[config.mk]
export PLATFORM = sky130hd
export DESIGN_NAME = genome_compatibility_distance_core
export DESIGN_NICKNAME = d
export VERILOG_FILES = /design/src/sv/gcdist_pkg.sv /design/src/sv/genome_compatibility_distance_core.sv /design/src/sv/gcdist_div.sv /design/src/sv/gcdist_dp.sv /design/src/sv/gcdist_ctrl.sv
export VERILOG_INCLUDE_DIRS = /design/src /design/src/sv
export SDC_FILE = /design/constraint.sdc
export NUM_CORES = 2
export LEC_CHECK = 0
export ABC_AREA = 1
export BUFFER_PORTS_ARGS = -buffer_cell sky130_fd_sc_hd__buf_2
export CAP_MARGIN = 15
export CORE_MARGIN = 4
export CORE_UTILIZATION = 50
export DETAILED_ROUTE_END_ITERATION = 10
export GPL_ROUTABILITY_DRIVEN = 0
export GPL_TIMING_DRIVEN = 0
export MAX_ROUTING_LAYER = met4
export PLACE_DENSITY_LB_ADDON = 0.15
export SLEW_MARGIN = 25
export SYNTH_ARGS = -nofsm -noshare
export SYNTH_HDL_FRONTEND = slang
export SYNTH_HIERARCHICAL = 1
export SYNTH_SLANG_ARGS = --single-unit
[constraint.sdc]
create_clock -name clk -period 14.85 [get_ports clk]
set_clock_uncertainty 0.05 [all_clocks]
set_input_delay 1.485 -clock clk [delete_from_list [all_inputs] [get_ports clk]]
set_output_delay 1.485 -clock clk [all_outputs]
set_load 0.02 [all_outputs]
[src/sv/genome_compatibility_distance_core_macros.svh]
// assertion macros shared by the compatibility distance core
`ifndef GENOME_COMPATIBILITY_DISTANCE_CORE_MACROS_SVH
`define GENOME_COMPATIBILITY_DISTANCE_CORE_MACROS_SVH

`ifndef ASSERT_OFF
// property must hold at every clock edge outside reset
`define GCDIST_ASSERT(label, clk, rst_n, prop, msg) \
	label: assert property (@(posedge clk) disable iff (!rst_n) prop) else $error(msg);
// condition must never be seen outside reset
`define GCDIST_NEVER(label, clk, rst_n, cond, msg) \
	label: assert property (@(posedge clk) disable iff (!rst_n) !(cond)) else $error(msg);
`else
`define GCDIST_ASSERT(label, clk, rst_n, prop, msg)
`define GCDIST_NEVER(label, clk, rst_n, cond, msg)
`endif

`endif

[src/sv/gcdist_pkg.sv]
// shared types and constants of the compatibility distance core
package gcdist_pkg;

	// coefficient registers, unsigned q8.8
	localparam int COEF_W = 16;
	localparam int CFG_IDX_W = 2;
	localparam logic [CFG_IDX_W-1:0] REG_EXCESS_COEF = 2'd0;
	localparam logic [CFG_IDX_W-1:0] REG_DISJOINT_COEF = 2'd1;
	localparam logic [CFG_IDX_W-1:0] REG_WEIGHT_COEF = 2'd2;
	localparam logic [COEF_W-1:0] RST_EXCESS_COEF = 16'd256;
	localparam logic [COEF_W-1:0] RST_DISJOINT_COEF = 16'd256;
	localparam logic [COEF_W-1:0] RST_WEIGHT_COEF = 16'd102;

	// weight difference accumulator saturates at all ones
	localparam int DIFF_W = 47;
	localparam logic [DIFF_W-1:0] DIFF_MAX = '1;

	// distance output, unsigned q16.16
	localparam int DIST_W = 32;
	localparam int FLAG_W = 2;
	localparam int IN_USER_W = 2;

	// shared multiplier: 24 bit operand times coefficient
	localparam int MUL_A_W = 24;
	localparam int MUL_P_W = MUL_A_W + COEF_W;
	localparam int LO_W = 24;
	localparam int HI_W = DIFF_W - LO_W;

	// divider dividend width and scaling of the structural term
	localparam int DIV_W = 64;
	localparam int NUM_SHIFT = 8;

	typedef enum logic [1:0] {
		MUL_EXCESS,
		MUL_DISJOINT,
		MUL_WEIGHT_LO,
		MUL_WEIGHT_HI
	} mul_op_t;

	// controller to datapath
	typedef struct packed {
		logic    count_en;
		logic    mul_en;
		mul_op_t mul_op;
		logic    div_start;
		logic    div_weight;
		logic    term_load;
		logic    out_load;
	} cmd_t;

	// datapath to controller
	typedef struct packed {
		logic empty;
		logic nomatch;
		logic div_busy;
		logic div_done;
	} stat_t;

endpackage

[src/sv/genome_compatibility_distance_core.sv]
// Compatibility distance between two genomes, streamed one innovation index per transfer.
// Input stream: s_tdata holds both gene weights, s_tuser the two presence bits and s_tlast
// marks the highest innovation index of either genome. Each non-final transfer leaves the input
// ready, so a run of items streams at one per clock.
// After the final transfer the input stays not ready while the distance is computed: two
// products through a shared 24x16 multiplier, then a 64 step restoring divider for the
// structural term and, when genes matched, two more products and a second 64 step divide.
// When neither genome had a gene, both divides are skipped.
// Output stream: one transfer per genome pair with the q16.16 distance and the gene counts
// in m_tdata and the no-match and both-empty flags in m_tuser. The result waits in its
// register while the receiver stalls; the next pair's items are taken meanwhile, and only
// the following result waits for the register to empty.
// Config channel: writes to the three coefficients are always accepted; an unused index is
// ignored. Reset returns the coefficients to their defaults and clears all counters.
`include "genome_compatibility_distance_core_macros.svh"

module genome_compatibility_distance_core
	import gcdist_pkg::*;
#(
	parameter int MAX_GENES   = 4096,
	parameter int WEIGHT_BITS = 16,
	parameter int CNT_W       = $clog2(MAX_GENES + 1),
	parameter int IN_W        = ((2 * WEIGHT_BITS + 7) / 8) * 8,
	parameter int OUT_W       = ((DIST_W + 3 * CNT_W + 7) / 8) * 8
) (
	input  logic                 clk,
	input  logic                 arst_n,
	input  logic                 s_tvalid,
	output logic                 s_tready,
	input  logic [IN_W-1:0]      s_tdata,   // first_weight, second_weight
	input  logic [IN_USER_W-1:0] s_tuser,   // first_present, second_present
	input  logic                 s_tlast,   // final_index
	output logic                 m_tvalid,
	input  logic                 m_tready,
	output logic [OUT_W-1:0]     m_tdata,   // distance, excess_total, disjoint_total,
	                                        // matching_total
	output logic [FLAG_W-1:0]    m_tuser,   // no_matching, both_empty
	input  logic                 cfg_valid,
	output logic                 cfg_ready,
	input  logic [CFG_IDX_W-1:0] cfg_index,
	input  logic [COEF_W-1:0]    cfg_data
);

	cmd_t                   cmd;
	stat_t                  stat;
	logic [DIST_W-1:0]      distance;
	logic [CNT_W-1:0]       excess_total;
	logic [CNT_W-1:0]       disjoint_total;
	logic [CNT_W-1:0]       matching_total;
	logic                   no_matching;
	logic                   both_empty;

	assign cfg_ready = 1'b1;

	gcdist_ctrl u_ctrl (
		.clk      (clk),
		.arst_n   (arst_n),
		.s_tvalid (s_tvalid),
		.s_tlast  (s_tlast),
		.m_tready (m_tready),
		.stat     (stat),
		.s_tready (s_tready),
		.m_tvalid (m_tvalid),
		.cmd      (cmd)
	);

	gcdist_dp #(
		.MAX_GENES   (MAX_GENES),
		.WEIGHT_BITS (WEIGHT_BITS),
		.CNT_W       (CNT_W)
	) u_dp (
		.clk            (clk),
		.arst_n         (arst_n),
		.cmd            (cmd),
		.stat           (stat),
		.cfg_we         (cfg_valid && cfg_ready),
		.cfg_index      (cfg_index),
		.cfg_data       (cfg_data),
		.first_present  (s_tuser[0]),
		.second_present (s_tuser[1]),
		.first_weight   (s_tdata[WEIGHT_BITS-1:0]),
		.second_weight  (s_tdata[2*WEIGHT_BITS-1:WEIGHT_BITS]),
		.distance       (distance),
		.excess_total   (excess_total),
		.disjoint_total (disjoint_total),
		.matching_total (matching_total),
		.no_matching    (no_matching),
		.both_empty     (both_empty)
	);

	// result packing, lowest field first
	assign m_tdata = OUT_W'({matching_total, disjoint_total, excess_total, distance});
	assign m_tuser = {both_empty, no_matching};

	// final transfer closes the input until the result is formed
	`GCDIST_ASSERT(a_last_closes_input, clk, arst_n, s_tvalid && s_tready && s_tlast |=> !s_tready, "input still open after final transfer")
	// a result never overwrites one the receiver has not taken
	`GCDIST_NEVER(a_no_result_overwrite, clk, arst_n, cmd.out_load && m_tvalid && !m_tready, "result register overwritten")
	// the divider is only started when idle
	`GCDIST_NEVER(a_div_start_idle, clk, arst_n, cmd.div_start && stat.div_busy, "divider restarted while busy")
	// an empty pair gives zero distance and no matches
	`GCDIST_ASSERT(a_empty_zero, clk, arst_n, m_tvalid && m_tuser[1] |-> (m_tdata[DIST_W-1:0] == '0) && m_tuser[0], "empty pair with nonzero distance")

endmodule

[src/sv/gcdist_div.sv]
// restoring divider, one quotient bit per cycle
module gcdist_div
	import gcdist_pkg::*;
#(
	parameter int DVS_W = 15
) (
	input  logic              clk,
	input  logic              arst_n,
	input  logic              start,
	input  logic [DIV_W-1:0]  dividend,
	input  logic [DVS_W-1:0]  divisor,
	output logic              busy,
	output logic              done,
	output logic [DIV_W-1:0]  quotient
);

	localparam int CNT_W = $clog2(DIV_W);

	logic             busy_q;
	logic             done_q;
	logic [CNT_W-1:0] cnt_q;
	logic [DIV_W-1:0] quo_q;
	logic [DVS_W-1:0] rem_q;
	logic [DVS_W-1:0] dvs_q;

	logic [DVS_W:0]   trial;
	logic [DVS_W:0]   trial_sub;
	logic             fits;

	// shift in the next dividend bit and try the subtraction
	always_comb begin
		trial     = {rem_q, quo_q[DIV_W-1]};
		trial_sub = trial - {1'b0, dvs_q};
		fits      = trial >= {1'b0, dvs_q};
	end

	// control of the iteration
	always_ff @(posedge clk or negedge arst_n) begin
		if (!arst_n) begin
			busy_q <= 1'b0;
			done_q <= 1'b0;
			cnt_q  <= '0;
		end else begin
			done_q <= 1'b0;
			if (start) begin
				busy_q <= 1'b1;
				cnt_q  <= '0;
			end else if (busy_q) begin
				cnt_q <= cnt_q + 1'b1;
				if (cnt_q == CNT_W'(DIV_W - 1)) begin
					busy_q <= 1'b0;
					done_q <= 1'b1;
				end
			end
		end
	end

	// quotient and remainder registers
	always_ff @(posedge clk) begin
		if (start) begin
			quo_q <= dividend;
			rem_q <= '0;
			dvs_q <= divisor;
		end else if (busy_q) begin
			quo_q <= {quo_q[DIV_W-2:0], fits};
			rem_q <= fits ? trial_sub[DVS_W-1:0] : trial[DVS_W-1:0];
		end
	end

	assign busy     = busy_q;
	assign done     = done_q;
	assign quotient = quo_q;

endmodule

[src/sv/gcdist_dp.sv]
// datapath: gene counters, coefficients, multiplier, divider and result register
module gcdist_dp
	import gcdist_pkg::*;
#(
	parameter int MAX_GENES   = 4096,
	parameter int WEIGHT_BITS = 16,
	parameter int CNT_W       = 13
) (
	input  logic                    clk,
	input  logic                    arst_n,
	input  cmd_t                    cmd,
	output stat_t                   stat,
	input  logic                    cfg_we,
	input  logic [CFG_IDX_W-1:0]    cfg_index,
	input  logic [COEF_W-1:0]       cfg_data,
	input  logic                    first_present,
	input  logic                    second_present,
	input  logic [WEIGHT_BITS-1:0]  first_weight,
	input  logic [WEIGHT_BITS-1:0]  second_weight,
	output logic [DIST_W-1:0]       distance,
	output logic [CNT_W-1:0]        excess_total,
	output logic [CNT_W-1:0]        disjoint_total,
	output logic [CNT_W-1:0]        matching_total,
	output logic                    no_matching,
	output logic                    both_empty
);

	localparam int DVS_W = CNT_W + 2;
	localparam logic [CNT_W:0] MAX_CNT = (CNT_W + 1)'(MAX_GENES);

	function automatic logic [CNT_W-1:0] sat_add(input logic [CNT_W-1:0] a,
			input logic [CNT_W-1:0] b);
		logic [CNT_W:0] s;
		s = {1'b0, a} + {1'b0, b};
		return (s > MAX_CNT) ? MAX_CNT[CNT_W-1:0] : s[CNT_W-1:0];
	endfunction

	logic [COEF_W-1:0] excess_coef_q;
	logic [COEF_W-1:0] disjoint_coef_q;
	logic [COEF_W-1:0] weight_coef_q;

	logic [CNT_W-1:0]  first_cnt_q;
	logic [CNT_W-1:0]  second_cnt_q;
	logic [CNT_W-1:0]  match_cnt_q;
	logic [CNT_W-1:0]  disj_cnt_q;
	logic [CNT_W-1:0]  pend_first_q;
	logic [CNT_W-1:0]  pend_second_q;
	logic [DIFF_W-1:0] diff_sum_q;

	logic [CNT_W-1:0]  first_cnt_d;
	logic [CNT_W-1:0]  second_cnt_d;
	logic [CNT_W-1:0]  match_cnt_d;
	logic [CNT_W-1:0]  disj_cnt_d;
	logic [CNT_W-1:0]  pend_first_d;
	logic [CNT_W-1:0]  pend_second_d;
	logic [DIFF_W-1:0] diff_sum_d;

	logic signed [WEIGHT_BITS:0] wdiff;
	logic [WEIGHT_BITS:0]        wabs;
	logic [DIFF_W:0]             diff_ext;

	logic [CNT_W-1:0]   excess;
	logic [CNT_W-1:0]   larger_cnt;
	logic               empty;
	logic               nomatch;

	logic [MUL_A_W-1:0] mul_a;
	logic [COEF_W-1:0]  mul_b;
	logic [MUL_P_W-1:0] mul_p;
	logic [DIV_W-1:0]   acc_q;
	logic [DIV_W-1:0]   term_q;

	logic [DIV_W-1:0]   div_dividend;
	logic [DVS_W-1:0]   div_divisor;
	logic [DIV_W-1:0]   div_quotient;
	logic               div_busy;
	logic               div_done;

	logic [DIV_W:0]     dist_sum;
	logic [DIST_W-1:0]  dist_sat;

	// coefficient registers
	always_ff @(posedge clk or negedge arst_n) begin
		if (!arst_n) begin
			excess_coef_q   <= RST_EXCESS_COEF;
			disjoint_coef_q <= RST_DISJOINT_COEF;
			weight_coef_q   <= RST_WEIGHT_COEF;
		end else if (cfg_we) begin
			case (cfg_index)
				REG_EXCESS_COEF:   excess_coef_q   <= cfg_data;
				REG_DISJOINT_COEF: disjoint_coef_q <= cfg_data;
				REG_WEIGHT_COEF:   weight_coef_q   <= cfg_data;
				default: ;
			endcase
		end
	end

	// absolute weight difference of a matching gene
	always_comb begin
		wdiff    = $signed({first_weight[WEIGHT_BITS-1], first_weight})
			- $signed({second_weight[WEIGHT_BITS-1], second_weight});
		wabs     = wdiff[WEIGHT_BITS] ? (WEIGHT_BITS + 1)'(-wdiff) : wdiff;
		diff_ext = {1'b0, diff_sum_q} + (DIFF_W + 1)'(wabs);
	end

	// per innovation index counter update
	always_comb begin
		first_cnt_d   = first_cnt_q;
		second_cnt_d  = second_cnt_q;
		match_cnt_d   = match_cnt_q;
		disj_cnt_d    = disj_cnt_q;
		pend_first_d  = pend_first_q;
		pend_second_d = pend_second_q;
		diff_sum_d    = diff_sum_q;
		// a gene of one genome turns the other's pending genes disjoint
		if (first_present) begin
			first_cnt_d   = sat_add(first_cnt_q, CNT_W'(1));
			disj_cnt_d    = sat_add(disj_cnt_d, pend_second_q);
			pend_second_d = '0;
		end
		if (second_present) begin
			second_cnt_d = sat_add(second_cnt_q, CNT_W'(1));
			disj_cnt_d   = sat_add(disj_cnt_d, pend_first_q);
			pend_first_d = '0;
		end
		if (first_present && second_present) begin
			match_cnt_d = sat_add(match_cnt_q, CNT_W'(1));
			diff_sum_d  = diff_ext[DIFF_W] ? DIFF_MAX : diff_ext[DIFF_W-1:0];
		end else if (first_present) begin
			pend_first_d = sat_add(pend_first_q, CNT_W'(1));
		end else if (second_present) begin
			pend_second_d = sat_add(pend_second_q, CNT_W'(1));
		end
	end

	// counters, cleared once the result is taken into the output register
	always_ff @(posedge clk or negedge arst_n) begin
		if (!arst_n) begin
			first_cnt_q   <= '0;
			second_cnt_q  <= '0;
			match_cnt_q   <= '0;
			disj_cnt_q    <= '0;
			pend_first_q  <= '0;
			pend_second_q <= '0;
			diff_sum_q    <= '0;
		end else if (cmd.out_load) begin
			first_cnt_q   <= '0;
			second_cnt_q  <= '0;
			match_cnt_q   <= '0;
			disj_cnt_q    <= '0;
			pend_first_q  <= '0;
			pend_second_q <= '0;
			diff_sum_q    <= '0;
		end else if (cmd.count_en) begin
			first_cnt_q   <= first_cnt_d;
			second_cnt_q  <= second_cnt_d;
			match_cnt_q   <= match_cnt_d;
			disj_cnt_q    <= disj_cnt_d;
			pend_first_q  <= pend_first_d;
			pend_second_q <= pend_second_d;
			diff_sum_q    <= diff_sum_d;
		end
	end

	// end of genome summary values
	always_comb begin
		excess     = sat_add(pend_first_q, pend_second_q);
		larger_cnt = (first_cnt_q > second_cnt_q) ? first_cnt_q : second_cnt_q;
		empty      = (larger_cnt == '0);
		nomatch    = (match_cnt_q == '0);
	end

	// operand selection for the shared multiplier
	always_comb begin
		case (cmd.mul_op)
			MUL_EXCESS: begin
				mul_a = MUL_A_W'(excess);
				mul_b = excess_coef_q;
			end
			MUL_DISJOINT: begin
				mul_a = MUL_A_W'(disj_cnt_q);
				mul_b = disjoint_coef_q;
			end
			MUL_WEIGHT_LO: begin
				mul_a = diff_sum_q[LO_W-1:0];
				mul_b = weight_coef_q;
			end
			MUL_WEIGHT_HI: begin
				mul_a = MUL_A_W'(diff_sum_q[DIFF_W-1:LO_W]);
				mul_b = weight_coef_q;
			end
			default: begin
				mul_a = '0;
				mul_b = '0;
			end
		endcase
		mul_p = MUL_P_W'(mul_a) * MUL_P_W'(mul_b);
	end

	// product accumulator
	always_ff @(posedge clk) begin
		if (cmd.mul_en) begin
			case (cmd.mul_op)
				MUL_EXCESS:    acc_q <= DIV_W'(mul_p);
				MUL_DISJOINT:  acc_q <= acc_q + DIV_W'(mul_p);
				MUL_WEIGHT_LO: acc_q <= DIV_W'(mul_p);
				MUL_WEIGHT_HI: acc_q <= acc_q + DIV_W'({mul_p, {LO_W{1'b0}}});
				default:       acc_q <= acc_q;
			endcase
		end
	end

	// divider operands: structural term over larger count, weight term over 4*matches
	always_comb begin
		if (cmd.div_weight) begin
			div_dividend = acc_q;
			div_divisor  = {match_cnt_q, 2'b00};
		end else begin
			div_dividend = DIV_W'(acc_q << NUM_SHIFT);
			div_divisor  = DVS_W'(larger_cnt);
		end
	end

	gcdist_div #(
		.DVS_W (DVS_W)
	) u_div (
		.clk      (clk),
		.arst_n   (arst_n),
		.start    (cmd.div_start),
		.dividend (div_dividend),
		.divisor  (div_divisor),
		.busy     (div_busy),
		.done     (div_done),
		.quotient (div_quotient)
	);

	// first quotient kept while the weight term is worked out
	always_ff @(posedge clk) begin
		if (cmd.term_load) begin
			term_q <= div_quotient;
		end
	end

	// add the two terms (the weight term only when genes matched) and saturate; zero when empty
	always_comb begin
		dist_sum = {1'b0, term_q} + (nomatch ? '0 : {1'b0, div_quotient});
		if (empty) begin
			dist_sat = '0;
		end else if (dist_sum[DIV_W:DIST_W] != '0) begin
			dist_sat = '1;
		end else begin
			dist_sat = dist_sum[DIST_W-1:0];
		end
	end

	// result register
	always_ff @(posedge clk) begin
		if (cmd.out_load) begin
			distance       <= dist_sat;
			excess_total   <= excess;
			disjoint_total <= disj_cnt_q;
			matching_total <= match_cnt_q;
			no_matching    <= nomatch;
			both_empty     <= empty;
		end
	end

	assign stat.empty    = empty;
	assign stat.nomatch  = nomatch;
	assign stat.div_busy = div_busy;
	assign stat.div_done = div_done;

endmodule

[src/sv/gcdist_ctrl.sv]
// controller: sequences the end of genome arithmetic and the output handshake
module gcdist_ctrl
	import gcdist_pkg::*;
(
	input  logic  clk,
	input  logic  arst_n,
	input  logic  s_tvalid,
	input  logic  s_tlast,
	input  logic  m_tready,
	input  stat_t stat,
	output logic  s_tready,
	output logic  m_tvalid,
	output cmd_t  cmd
);

	typedef enum logic [3:0] {
		ST_IDLE,
		ST_MUL_E,
		ST_MUL_D,
		ST_START_N,
		ST_WAIT_N,
		ST_MUL_WLO,
		ST_MUL_WHI,
		ST_START_M,
		ST_WAIT_M,
		ST_DONE
	} state_t;

	state_t state_q;
	state_t state_d;
	logic   m_tvalid_q;
	logic   accept;
	logic   out_free;

	assign accept   = s_tvalid && (state_q == ST_IDLE);
	assign out_free = !m_tvalid_q || m_tready;

	// next state and commands
	always_comb begin
		state_d        = state_q;
		cmd            = '0;
		cmd.mul_op     = MUL_EXCESS;
		cmd.count_en   = accept;
		case (state_q)
			ST_IDLE: begin
				if (accept && s_tlast) begin
					state_d = ST_MUL_E;
				end
			end
			ST_MUL_E: begin
				cmd.mul_en = 1'b1;
				cmd.mul_op = MUL_EXCESS;
				state_d    = stat.empty ? ST_DONE : ST_MUL_D;
			end
			ST_MUL_D: begin
				cmd.mul_en = 1'b1;
				cmd.mul_op = MUL_DISJOINT;
				state_d    = ST_START_N;
			end
			ST_START_N: begin
				cmd.div_start = 1'b1;
				state_d       = ST_WAIT_N;
			end
			ST_WAIT_N: begin
				if (stat.div_done) begin
					cmd.term_load = 1'b1;
					state_d       = stat.nomatch ? ST_DONE : ST_MUL_WLO;
				end
			end
			ST_MUL_WLO: begin
				cmd.mul_en = 1'b1;
				cmd.mul_op = MUL_WEIGHT_LO;
				state_d    = ST_MUL_WHI;
			end
			ST_MUL_WHI: begin
				cmd.mul_en = 1'b1;
				cmd.mul_op = MUL_WEIGHT_HI;
				state_d    = ST_START_M;
			end
			ST_START_M: begin
				cmd.div_start  = 1'b1;
				cmd.div_weight = 1'b1;
				state_d        = ST_WAIT_M;
			end
			ST_WAIT_M: begin
				cmd.div_weight = 1'b1;
				if (stat.div_done) begin
					state_d = ST_DONE;
				end
			end
			ST_DONE: begin
				// hold until the output register is free
				if (out_free) begin
					cmd.out_load = 1'b1;
					state_d      = ST_IDLE;
				end
			end
			default: begin
				state_d = ST_IDLE;
			end
		endcase
	end

	// state and output valid
	always_ff @(posedge clk or negedge arst_n) begin
		if (!arst_n) begin
			state_q    <= ST_IDLE;
			m_tvalid_q <= 1'b0;
		end else begin
			state_q <= state_d;
			if (cmd.out_load) begin
				m_tvalid_q <= 1'b1;
			end else if (m_tready) begin
				m_tvalid_q <= 1'b0;
			end
		end
	end

	assign s_tready = (state_q == ST_IDLE);
	assign m_tvalid = m_tvalid_q;

endmodule
After elaboration in Yosys (flattened, before gate mapping)

Cells that the tools add are included.

Logic and storage cells: 174
Output and inout bits: 77
Register bits after elaboration: 481
Bits of input ports: 58

Magnitude comparators: 10
Multiply operators: 1
Equality and inequality tests: 19
Mux-type cells: 72
Reductions and logical operators: 28
Add/subtract/negate cells: 16

Operator list:

| kind                  | count |
|---|---|
| $mux 13               | 34 |
| $mux 64               | 4 |
| $pmux 64 s3           | 1 |
| $mux 47               | 4 |
| $gt 14x13->1 const B  | 8 |
| $pmux 24 s4           | 1 |
| $add 13x1->14 const B | 5 |
| $add 64x65->65        | 1 |
| $add 64x40->64        | 1 |
| $add 64x64->64        | 1 |
| $add 47x17->48        | 1 |
| $pmux 16 s3           | 1 |
| $add 13x13->14        | 3 |
| $mul 24x16->40        | 1 |
| $pmux 4 s10           | 1 |
| $reduce_bool 33->1    | 1 |
| $mux 32               | 1 |
| $logic_not 13->1      | 2 |
| $mux 4                | 6 |
| $mux 17               | 1 |
| $neg 17->17           | 1 |
| $sub 16x16->17        | 1 |
| $eq 4x3->1 const B    | 4 |
| $ge 16x15->1          | 1 |
| other kinds (23)      | 61 |

Logic depth before layout (Yosys ltp)

Word-level depth: 10
Gate-level depth with buffers: 57
Depth with buffers taken out: 56

Hierarchy

Netlist, hierarchy kept.

Modules (own cells, without submodules):

| module                             | area each (µm²) | sequential area each (µm²) | cells each | times used |
|---|---|---|---|---|
| gcdist_dp                          | 47247.8         | 10372.4                    | 6909       | 1 |
| gcdist_div                         | 5283.8          | 2872.8                     | 637        | 1 |
| gcdist_ctrl                        | 417.9           | 125.1                      | 67         | 1 |
| genome_compatibility_distance_core | 37.5            | 0.0                        | 6          | 1 |

Least setup slack after synthesis

No wires, ideal clock.

Path kind: register -> register
From: register u_dp.pend_first_q[0]
To: register u_dp.acc_q[53], data pin
Slack: 5.250 ns
Cell stages (with the launch flop): 53
Setup time: 0.267 ns
Path buffers: 1
Data arrival time: 9.283 ns
Required time: 14.533 ns
Period minus slack after synthesis: 9.600 ns
Cell sequence: dfrtp_1 > ha_1 > fa_1 > nand3_1 > nand2_2 > a21oi_4 > o21ai_2 > or2_1 > nand2_1 > nand2_1 > nor2_1 > nand3_1 > nand2_2 > inv_2 > buf_6 > nor2_4 > nand2_2 > nand2_2 > [17 not listed] > a21oi_1 > o21ai_1 > nand2_1 > nand2_1 > or2_1 > and2_1 > ha_1 > nand2_1 > nor2_1 > inv_1 > nor4_1 > nand3_1 > nand3_1 > nand2_1 > a21oi_1 > nand2_1 > nor2_1 > o22ai_1

Longest elaborated chain between the ends: 7
Elaborated cells on any way between the ends: 8
Classes of those cells: add/sub (3); mul (1); order compare (1); mux (3)

Ends and longest elaborated chain:

| item                                             | RTL line                           | text |
|---|---|---|
| from (decl)                                      | gcdist_dp.sv:46                    | `logic [CNT_W-1:0] pend_first_q;` |
| from (signal assigned)                           | gcdist_dp.sv:159                   | `pend_first_q <= pend_first_d;` |
| $add 13x13->14 *                                 | gcdist_dp.sv:34                    | `s = {1'b0, a} + {1'b0, b};` |
| $gt 14x13->1                                     | gcdist_dp.sv:35                    | `return (s > MAX_CNT) ? MAX_CNT[CNT_W-1:0] : s[CNT_W-1:0];` |
| $mux 13 *                                        | gcdist_dp.sv:35                    |  |
| via u_dp.excess[5]                               | gcdist_dp.sv:62                    | `logic [CNT_W-1:0] excess;` |
| $pmux 24 s4 *                                    | gcdist_dp.sv:175                   | `case (cmd.mul_op)` |
| $mul 24x16->40 *                                 | gcdist_dp.sv:197                   | `mul_p = MUL_P_W'(mul_a) * MUL_P_W'(mul_b);` |
| $add 64x64->64 or $add 64x40->64 (tied branches) | gcdist_dp.sv:207, gcdist_dp.sv:205 |  |
| $pmux 64 s3 *                                    | gcdist_dp.sv:203                   | `case (cmd.mul_op)` |
| to (signal assigned)                             | gcdist_dp.sv:204                   | `MUL_EXCESS: acc_q <= DIV_W'(mul_p);` |
| to (signal assigned)                             | gcdist_dp.sv:207                   | `MUL_WEIGHT_HI: acc_q <= acc_q + DIV_W'({mul_p, {LO_W{1'b0}}});` |
| to (signal assigned)                             | gcdist_dp.sv:208                   | `default: acc_q <= acc_q;` |
| to (decl)                                        | gcdist_dp.sv:70                    | `logic [DIV_W-1:0] acc_q;` |

The timed path passes the listed nets; every way through them passes the cells marked *.
A chain may end at the register's enable or synchronous reset.

==> results by group <==
STA
  • Slew Limit Fails: 0
  • Final worst setup slack: 1.87 ns
  • Worst-Margin Slew: 1.14 ns
  • Fin crit share: 87.4%
  • Endpoints failing hold: 0
  • Normalized max-slew margin: 23.9%
  • Final Setup Violations: 0
  • Setup tns final: 0 ns
  • Period minus WS final: 12.98 ns
  • RSZ-0062 raised after global routing: false
  • F_max: 77.1 MHz

Setup path
  • Setup CP Type: register to register
  • Max incr delay on CP: 0.76 ns
  • R2r worst-path depth: 45
  • Crit path launch: u_ctrl/state_q[0]$_DFFE_PN0P_
  • WP data arrival: 13.30 ns
  • Crit end category: register
  • CP dominant cell by count: inv_1
  • RR Startpoint: u_ctrl/state_q[0]$_DFFE_PN0P_
  • Worst setup SP type: register
  • CP Data Required Time: 15.17 ns
  • Worst path slowest cell: clkbuf_1
  • Worst reg2reg setup slack: 1.87 ns
  • Critical path peak fanout: 10
  • Crit Reg-Reg Endpoint: u_dp/acc_q[47]$_DFFE_PP_

Clocking
  • Clock Latency Late Sink: 0.68 ns
  • Htree depth: 2
  • TritonCTS Buffers: 57
  • CTS Buffer Depth: 3
  • Hold_buf cts: 0
  • CTS root buffer: clkbuf_16
  • Worst-path clk slew: 0.06 ns
  • Postcts setup bufs: 0
  • Clock sink total: 481
  • CTS tree: done
  • CTS resizes: 0

Placement
  • DP Worst Slack: 2.42 ns
  • Final HPWL DP: 139,000 µm
  • Port Buf Inserts: 131
  • Placed cell count: 9,158

Final layout
  • Nets: 8,564
  • Fillers: 10.5k
  • Area Growth Syn to Fin: 8.75%
  • Post-route insts no fill: 9,265
  • Ant. Diodes: 0
  • Share of cells above drive strength 1: 4.97%

Min path
  • Hold endpoint: u_dp/u_div/rem_q[5]$_SDFFE_PP0P_
  • Worst Hold Depth: 2
  • Worst min path class: register to register
  • Hold Path Origin: u_dp/u_div/rem_q[5]$_SDFFE_PP0P_

GRT
  • GRT Total Usage: 30.9%
  • GR Overflow Total: 0
  • First-pass GRT wire length: 266,000 µm
  • Largest net degree at the start of global routing: 76
  • Number of global-route vias before repair: 48.9k
  • Initial antenna violation count: 1

Floorplan
  • Core ar.: 105,000 µm²
  • Row count: 119
  • Initial Util: 50.3%
  • DIE AREA: 111,000 µm²
  • Chip width: 334 µm
  • Ports: 135
  • Die Ht: 334 µm

Drt
  • Drt first pass iters: 9
  • DRT antenna net count: 0
  • DR WL/cell: 18.3 µm
  • DRC Markers: 0
  • Via density per instance: 5.48
  • DR iter-0 viols: 4,942
  • Total number of vias: 50.7k
  • Routed wire length: 169,000 µm

Outcome
  • Outcome: complete, no violations

Power
  • Lkg Pwr: 0.0295 µW
  • IR drop worst, VDD: 0.0881 mV
  • PD cells: 73.9 nW/µm²

Yosys
  • Mean Syn Cell Area: 6.95 µm²
  • Post-synthesis cell count: 7,618
  • Mapped cell area: 53,000 µm²
  • Syn. warnings: 6
  • Synth Net Count: 8,356

Job
  • Maxcap violations: 0
-- per-stage QoR --
stage	utilization, %	hold slack, ns	cell area, µm²	power, µW
floorplan	-	0.394	53000	2430
global placement	52.6	0.408	55400	2790
detailed placement	52.9	0.408	55700	2810
finish	54.7	0.418	57600	4260
global route	54.7	0.441	57600	4490
CTS	54.7	0.419	57600	4250
-- cells in the final DEF, fill, tap and decap left out, types with 142 or more instances in the layout --
cell         n
o21ai_0    437
buf_2      146
fa_1       315
ha_1       365
edfxtp_1   280
clkbuf_1   143
nor2_1     666
nand2_1   2160
a21oi_1    381
xor2_1     142
dfrtp_1    180
inv_1     1421
nand3_1    394
-- registers in the layout, summed over array words and instances, names as in the netlist, 15 cells and up --
signal / cells
u_dp/acc_q: 64
u_dp/term_q: 64
u_dp/u_div/quotient: 64
u_dp/diff_sum_q: 47
u_dp/distance: 32
u_dp/disjoint_coef_q: 16
u_dp/excess_coef_q: 16
u_dp/weight_coef_q: 16
u_dp/u_div/dvs_q: 15
u_dp/u_div/rem_q: 15
-- layer usage --
metal / share of wire, % / global-route usage, % / vias up
li1: - / - / 24500
met3: 8.7 / 5.18 / 514
met5: 0 / - / -
met2: 44 / 47.5 / 2265
met4: 5.7 / 15.0 / 0
met1: 42 / 39.6 / 23400
-- how the worst max path moves through the flow --
stage,cells past startpoint,to,slack [ns]
after floorplan,52,u_dp/acc_q[53]$_DFFE_PP_,5.25
after global placement,45,u_dp/acc_q[47]$_DFFE_PP_,2.46
after detailed placement,46,u_dp/acc_q[47]$_DFFE_PP_,2.42
after CTS,45,u_dp/acc_q[47]$_DFFE_PP_,2.31
after global routing,46,u_dp/acc_q[47]$_DFFE_PP_,1.47
final,45,u_dp/acc_q[47]$_DFFE_PP_,1.87
-- power by group --
group          internal (µW)  switching (µW)  total, µW
Clock                    798             628       1430
Sequential              1450            28.4       1480
Combinational            428             926       1350
-- area by class of cell --
class	count	area, µm²	share of cell area [%]
timing repair buffer	149	938	1.63
buffer	187	808	1.40
inverter	1435	5390	9.35
sequential	481	13400	23.2
clock inverter	43	433	0.751
multi-input combinational	5515	33500	58.1
clock buffer	64	1470	2.56
tap	1391	1740	3.02
-- worst max-delay path: cells and delay by family, from the launching register on --
kind                       cells  cell delay, ns
buffers and inverters         14            2.52
adders and majority gates      8            3.90
xor gates and xnor gates       1            0.73
DFF                            1            0.45
and+or+nand+nor               15            3.48
AOI/OAI and AO/OA              7            1.45
Note: power is estimated with default switching activity, not from simulation.
